<file path="src/design/ins_sort_pkg.sv">
// ----------------------------------------------------------------------------
// ins_sort_pkg
// Shared types and constants of the insertion sorter: item structs, the
// link between neighboring cells and the control state encoding.
// ----------------------------------------------------------------------------
package ins_sort_pkg;

   // number of cells in the sorting chain
   localparam int CAPACITY = 16;
   localparam int DATA_W   = 32;
   // fill count holds 0 .. CAPACITY
   localparam int CNT_W    = $clog2(CAPACITY + 1);

   // one input item
   typedef struct packed {
      logic signed [DATA_W-1:0] value;
      logic                     last;
   } req_type;

   // one result item
   typedef struct packed {
      logic signed [DATA_W-1:0] sorted_value;
      logic                     final_res;
      logic                     overflow;
   } rsp_type;

   // what one cell shows its neighbors
   typedef struct packed {
      logic                     occupied;
      logic                     gt;
      logic signed [DATA_W-1:0] data;
   } cell_link_type;

   // command broadcast to every cell
   typedef struct packed {
      logic                     insert_en;
      logic                     shift_en;
      logic signed [DATA_W-1:0] key;
   } cell_cmd_type;

   // controller states
   typedef enum logic {
      ST_LOAD,
      ST_DRAIN
   } state_type;

endpackage

</file>
<file path="src/design/ins_sort_cell.sv">
// ----------------------------------------------------------------------------
// ins_sort_cell
// One place of the sorted chain. On insert it keeps its entry, takes the
// entry of its lower neighbor, or takes the new key; on shift it takes the
// entry of its upper neighbor.
// ----------------------------------------------------------------------------
module ins_sort_cell (
   input  logic                         clock,
   input  ins_sort_pkg::cell_cmd_type   cmd,
   input  logic                         occupied,
   input  ins_sort_pkg::cell_link_type  lower,
   input  ins_sort_pkg::cell_link_type  upper,
   output ins_sort_pkg::cell_link_type  link
);
   import ins_sort_pkg::*;

   logic signed [DATA_W-1:0] data_ff;
   logic signed [DATA_W-1:0] data_in;
   logic                     gt;

   // strictly greater, so equal keys land after earlier arrivals
   assign gt = occupied && (data_ff > cmd.key);

   // next entry
   always_comb begin
      data_in = data_ff;
      if (cmd.insert_en) begin
         if (gt || (!occupied && lower.occupied)) begin
            data_in = lower.gt ? lower.data : cmd.key;
         end
      end else if (cmd.shift_en) begin
         data_in = upper.data;
      end
   end

   // entry register, payload only
   always_ff @(posedge clock) begin
      data_ff <= data_in;
   end

   assign link.occupied = occupied;
   assign link.gt       = gt;
   assign link.data     = data_ff;

endmodule

</file>
<file path="src/design/insertion_sorter.sv">
// ----------------------------------------------------------------------------
// insertion_sorter
// Sorts a set of signed values into ascending order in a chain of cells and
// sends the set out smallest first after its last item.
//
//   channel   direction   payload     handshake
//   req_      in          req_type    req_valid / req_ready
//   rsp_      out         rsp_type    rsp_valid / rsp_ready
//
// On insert every cell compares the key in parallel and the larger entries
// move up one cell, so items of a set go in one per cycle. After the last
// item the set drains from cell zero, one result per cycle while rsp_ready
// is high; no item is taken during the drain. Reset empties the chain
// at once (fill count cleared). A stall on the result side holds the chain
// as it is.
// ----------------------------------------------------------------------------
module insertion_sorter (
   input  logic                  clock,
   input  logic                  reset,
   input  logic                  req_valid,
   output logic                  req_ready,
   input  ins_sort_pkg::req_type req_item,
   output logic                  rsp_valid,
   input  logic                  rsp_ready,
   output ins_sort_pkg::rsp_type rsp_item
);
   import ins_sort_pkg::*;

   state_type        state_ff, state_in;
   logic [CNT_W-1:0] count_ff, count_in;
   logic             dropped_ff, dropped_in;

   logic             req_fire;
   logic             rsp_fire;
   logic             full;
   logic             final_item;
   cell_cmd_type     cmd;

   cell_link_type    link  [CAPACITY];
   cell_link_type    lower [CAPACITY];
   cell_link_type    upper [CAPACITY];
   logic             occ   [CAPACITY];

   assign full       = (count_ff == CNT_W'(CAPACITY));
   assign final_item = (count_ff == CNT_W'(1));
   assign req_fire   = req_valid && req_ready;
   assign rsp_fire   = rsp_valid && rsp_ready;

   // next state
   always_comb begin
      state_in = state_ff;
      case (state_ff)
         ST_LOAD: begin
            if (req_fire && req_item.last) begin
               state_in = ST_DRAIN;
            end
         end
         ST_DRAIN: begin
            if (rsp_fire && final_item) begin
               state_in = ST_LOAD;
            end
         end
         default: state_in = ST_LOAD;
      endcase
   end

   // handshake outputs
   always_comb begin
      req_ready = 1'b0;
      rsp_valid = 1'b0;
      case (state_ff)
         ST_LOAD:  req_ready = 1'b1;
         ST_DRAIN: rsp_valid = 1'b1;
         default: begin
            req_ready = 1'b0;
            rsp_valid = 1'b0;
         end
      endcase
   end

   // fill count and dropped flag
   always_comb begin
      count_in   = count_ff;
      dropped_in = dropped_ff;
      if (req_fire) begin
         if (full) begin
            dropped_in = 1'b1;
         end else begin
            count_in = count_ff + CNT_W'(1);
         end
      end else if (rsp_fire) begin
         count_in = count_ff - CNT_W'(1);
         if (final_item) begin
            dropped_in = 1'b0;
         end
      end
   end

   always_ff @(posedge clock) begin
      if (reset) begin
         state_ff   <= ST_LOAD;
         count_ff   <= '0;
         dropped_ff <= 1'b0;
      end else begin
         state_ff   <= state_in;
         count_ff   <= count_in;
         dropped_ff <= dropped_in;
      end
   end

   // command to the chain
   assign cmd.insert_en = req_fire && !full;
   assign cmd.shift_en  = rsp_fire;
   assign cmd.key       = req_item.value;

   // chain of cells, cell zero holds the smallest entry
   for (genvar i = 0; i < CAPACITY; i++) begin : g_cell
      assign occ[i] = (CNT_W'(i) < count_ff);

      if (i == 0) begin : g_low_end
         assign lower[i] = '{occupied: 1'b1, gt: 1'b0, data: '0};
      end else begin : g_low_link
         assign lower[i] = link[i-1];
      end

      if (i == CAPACITY - 1) begin : g_high_end
         assign upper[i] = '{occupied: 1'b0, gt: 1'b0, data: '0};
      end else begin : g_high_link
         assign upper[i] = link[i+1];
      end

      ins_sort_cell u_cell (
         .clock    (clock),
         .cmd      (cmd),
         .occupied (occ[i]),
         .lower    (lower[i]),
         .upper    (upper[i]),
         .link     (link[i])
      );
   end

   // result value comes straight from cell zero
   assign rsp_item.sorted_value = link[0].data;
   assign rsp_item.final_res    = final_item;
   assign rsp_item.overflow     = dropped_ff;

   // a drain never runs on an empty chain
   a_drain_nonempty: assert property (@(posedge clock) disable iff (reset)
      rsp_valid |-> (count_ff != '0))
      else $error("result offered with empty chain");

   // the final result leaves the block empty and loading
   a_final_clears: assert property (@(posedge clock) disable iff (reset)
      (rsp_fire && rsp_item.final_res) |=>
         (state_ff == ST_LOAD && count_ff == '0 && !dropped_ff))
      else $error("set not cleared after final result");

   // a last item starts a drain in the next cycle
   a_last_drains: assert property (@(posedge clock) disable iff (reset)
      (req_fire && req_item.last) |=> rsp_valid)
      else $error("no results after last item");

   // fill count stays within capacity
   a_count_bound: assert property (@(posedge clock) disable iff (reset)
      count_ff <= CNT_W'(CAPACITY))
      else $error("fill count beyond capacity");

   // items are dropped only on a full chain
   a_drop_full: assert property (@(posedge clock) disable iff (reset)
      $rose(dropped_ff) |-> ($past(count_ff) == CNT_W'(CAPACITY)))
      else $error("item dropped with room left");

endmodule

</file>
<file path="config.mk">
export PLATFORM = sky130hd
export DESIGN_NAME = insertion_sorter
export DESIGN_NICKNAME = d
export VERILOG_FILES = /design/src/design/ins_sort_pkg.sv /design/src/design/ins_sort_cell.sv /design/src/design/insertion_sorter.sv
export SDC_FILE = /design/constraint.sdc
export NUM_CORES = 2
export LEC_CHECK = 0
export BUFFER_PORTS_ARGS = -buffer_cell sky130_fd_sc_hd__buf_4
export CAP_MARGIN = 20
export CORE_ASPECT_RATIO = 1.25
export CORE_MARGIN = 8
export CORE_UTILIZATION = 45
export DETAILED_ROUTE_END_ITERATION = 8
export GPL_TIMING_DRIVEN = 0
export PLACE_DENSITY = 0.58
export SYNTH_ARGS = -nofsm -noshare
export SYNTH_HDL_FRONTEND = slang
export SYNTH_SLANG_ARGS = --single-unit
</file>
<file path="constraint.sdc">
create_clock -name clock -period 5.5 [get_ports clock]
set_clock_uncertainty 0.1 [all_clocks]
set_input_delay 0 -clock clock [delete_from_list [all_inputs] [get_ports clock]]
set_output_delay 0 -clock clock [all_outputs]
set_load 0.005 [all_outputs]
</file>
==> results.sh <==
export IMPL_status="finished clean"
export IMPL_clock_sinks=519
export IMPL_drc=0
export IMPL_synth_avg_cell_area_sq_um=9.56
export IMPL_clock_tree_root_cell="sky130_fd_sc_hd__clkbuf_16"
export IMPL_synthDistinctLibCells=62
export IMPL_placeableCoreArea_sq_mm=0.0827
export IMPL_cts_buffer_depth=3
export IMPL_io_buffer_count=72
export IMPL_via_count=34250
export IMPL_ys_dominant_reg_cell="sky130_fd_sc_hd__edfxtp_1"
export IMPL_yosysSeqAreaShare=0.414
export IMPL_finalPower_mw=16.4
export IMPL_slew_viol_final=0
export IMPL_synth_top_cell_area_share=0.411
export IMPL_power_leakage_nw=16.0
export IMPL_global_route_peak_usage_layer="met2"
export IMPL_routed_wl_mm=150
export IMPL_area_delta_synth_final_pct=12.5
export IMPL_report_final_hold_viol_count=0
export IMPL_tritoncts_num_buffers=58
export IMPL_synth_cells=3919
export IMPL_dp_hpwl_mm=122
export IMPL_setup_violations_final=0
export IMPL_dieArea_sq_mm=0.0928
export IMPL_maximum_number_of_pins_on_one_net_before_global_route_repair=33
export IMPL_dieHeight_um=339
export IMPL_layout_core_utilization=0.509
export IMPL_grt_total_usage=0.312
export IMPL_synth_most_common_cell="sky130_fd_sc_hd__nand2_1"
export IMPL_synthesis_area_sq_mm=0.0375
export IMPL_async_reset_ff_frac=0
export IMPL_slew_headroom=0.169
export IMPL_detail_route_vias_per_cell=6.54
export IMPL_drt_pre_antenna_iters=6
export IMPL_number_of_flops_mapped_to_enable_cells_by_yosys=512
export IMPL_grt_setup_unrepaired="no"
export IMPL_die_width_um=274
export IMPL_max_freq_ghz=0.190
export IMPL_setup_worst_path_start_class="primary input"
export IMPL_first_iter_violations=3369
export IMPL_layout_min_cycle_time_ps=5270
export IMPL_grt_antenna_before_repair=2
export IMPL_cap_violations=0
export IMPL_crit_path_max_fanout=22
export IMPL_ir_worst_vdd_uv=337
export IMPL_fp_row_count=118
export IMPL_cts_repair_timing_setup_buffer_count=0
export IMPL_ant_nets=0
export IMPL_placement_cell_area_sq_mm=0.0399
export IMPL_measured_slew_at_the_worst_slew_check_pin_ps=1240
export IMPL_syn_num_nets=4471
export IMPL_critical_path_reg2reg_startpoint="count_ff[0]"
export IMPL_grtUsageMet2=0.534
export IMPL_synth_top_cells_by_count="sky130_fd_sc_hd__nand2_1, sky130_fd_sc_hd__ha_1, sky130_fd_sc_hd__edfxtp_1, sky130_fd_sc_hd__a21oi_1, sky130_fd_sc_hd__nor2_1"
export IMPL_initial_util=0.453
export IMPL_worst_setup_path_startpoint="req_item[10]"
export IMPL_gpl_congestion=0.999
export IMPL_cts_tree="yes"
export IMPL_power_density_mw_per_mm2=390
export IMPL_grt_pass1_wl_mm=218
export IMPL_top_cells_by_area_synth="sky130_fd_sc_hd__edfxtp_1, sky130_fd_sc_hd__ha_1, sky130_fd_sc_hd__nand2_1"
export IMPL_period_utilisation_layout=0.958
export IMPL_drive_above_1_share=0.0493
export IMPL_layout_cell_area_non_filler_sq_mm=0.0421
export IMPL_critPathArrivalTime_ps=5570
export IMPL_worst_skew_pair_late_latency_ps=660
export IMPL_floorplan_io_pins=73
export IMPL_yosys_warnings=0
export IMPL_gr_usage_met1=0.372
export IMPL_design_final_nets=4669
export IMPL_worstHoldPathType="primary input to flop"
export IMPL_critical_path_class="primary input to flop"
export IMPL_endpoint_kind="flop"
export IMPL_grt_ovfl_total=0
export IMPL_ys_ff_latch=519
export IMPL_ctsHtreeMaxLevel=2
export IMPL_global_route_usage_met3=0.0430
export IMPL_min_delay_start="reset"
export IMPL_fin_hold_ws_ps=60.1
export IMPL_cts_reportedPaths_clkPinSlew_ps=60
export IMPL_worst_ep_required_time_ps=5810
export IMPL_post_synth_top_area_cell="sky130_fd_sc_hd__edfxtp_1"
export IMPL_wl_per_cell_um=28.6
export IMPL_first_global_vias=34451
-- power breakdown --
group / leakage (nW) / internal, mW / switching (mW)
clock: 0.798 / 1.94 / 1.72
sequential: 4.91 / 5.60 / 0.808
combinational: 10.3 / 2.11 / 4.26
-- layout make-up --
cell class,instances,area [sq um]
repair buffers,138,1500
clock inverters,21,91.3
inverters,64,244
clock buffers,77,1540
multi-input cells,3084,20900
flip-flops and latches,519,15500
diodes,2,5.00
fillers,7858,40600
well taps,1080,1350
plain buffers,252,986
-- flip-flops by register name, summed over array words and instances, names as in the netlist --
register,count
g_cell.u_cell.data_ff,512
count_ff,5
dropped_ff,1
state_ff,1
-- what timing repair did --
action	4_1_cts	5_1_grt
gates resized for setup	0	4
hold buffers	40	0
endpoints found under the setup margin	0	61
hold endpoints to repair	277	0
-- worst paths after layout --
kind / to / slack [ps] / cells past startpoint
hold / removal: dropped_ff / 60 / 3
setup / recovery: g_cell[13].u_cell.data_ff[6] / 230 / 13
hold reg to reg: dropped_ff / 380 / 2
setup reg to reg: g_cell[1].u_cell.data_ff[0] / 600 / 9
-- worst max-delay path, stage by stage --
cell and delay [ps]:
sky130_fd_sc_hd__dlygate4sd3_1 540, sky130_fd_sc_hd__buf_4 200, sky130_fd_sc_hd__inv_1 760, sky130_fd_sc_hd__ha_1 390
sky130_fd_sc_hd__a21o_1 190, sky130_fd_sc_hd__a221o_1 320, sky130_fd_sc_hd__a221o_1 340, sky130_fd_sc_hd__o31ai_1 640
sky130_fd_sc_hd__o311ai_0 540, sky130_fd_sc_hd__nand2_1 450, sky130_fd_sc_hd__clkbuf_1 560, sky130_fd_sc_hd__a21oi_4 340
sky130_fd_sc_hd__buf_16 260
-- cells by family (layout without fill, tap and decap cells) --
group / after synthesis / in the layout / synth area share
flops: 519 / 519 / 0.414
mux: 66 / 66 / 0.0177
simple gates: 1309 / 1309 / 0.156
other cells: 0 / 2 / 0
fa+ha+maj: 515 / 515 / 0.172
xor+xnor: 5 / 5 / 0.00117
compound gates: 1189 / 1189 / 0.206
buf+inv: 316 / 552 / 0.0327
-- routing by layer --
metal | wire length, um | vias to the layer above
met5 | 0 | -
met4 | 9570 | 0
met3 | 10400 | 410
met2 | 73100 | 1517
met1 | 56900 | 16640
li1 | - | 15683
-- metrics by stage --
| step | setup TNS [ps] | cells | setup slack [ps] |
|---|---|---|---|
| after floorplan | 0 | 3919 | 674 |
| after global placement | -588240 | 5071 | -2540 |
| after detailed placement | -5780 | 5092 | -155 |
| after CTS | 0 | 5230 | 4.48 |
| after global routing | 0 | 5236 | 174 |
| final | 0 | 5237 | 232 |
-- layout by cell type, fill, tap and decap left out, types with 15 or more instances in the layout --
cell type / synthesis / layout
sky130_fd_sc_hd__nand2_1: 682 / 682
sky130_fd_sc_hd__ha_1: 515 / 515
sky130_fd_sc_hd__edfxtp_1: 512 / 512
sky130_fd_sc_hd__a21oi_1: 386 / 380
sky130_fd_sc_hd__clkbuf_1: 221 / 239
sky130_fd_sc_hd__nor2_1: 225 / 225
sky130_fd_sc_hd__o21ai_0: 178 / 178
sky130_fd_sc_hd__nand4_1: 175 / 175
sky130_fd_sc_hd__o221ai_1: 164 / 164
sky130_fd_sc_hd__a31oi_1: 147 / 142
sky130_fd_sc_hd__o211ai_1: 115 / 115
sky130_fd_sc_hd__nand3_1: 81 / 81
sky130_fd_sc_hd__buf_4: 2 / 74
sky130_fd_sc_hd__mux2i_1: 65 / 65
sky130_fd_sc_hd__inv_1: 64 / 63
sky130_fd_sc_hd__clkbuf_16: 0 / 59
sky130_fd_sc_hd__a21o_1: 55 / 54
sky130_fd_sc_hd__nor4_1: 53 / 51
sky130_fd_sc_hd__a221o_1: 45 / 45
sky130_fd_sc_hd__dlygate4sd3_1: 0 / 40
sky130_fd_sc_hd__nor3_1: 18 / 18
sky130_fd_sc_hd__nor2b_1: 18 / 18
sky130_fd_sc_hd__buf_1: 18 / 18
sky130_fd_sc_hd__buf_16: 0 / 17
sky130_fd_sc_hd__o21a_1: 19 / 15
No activity file was read; power rests on OpenSTA's default activity.
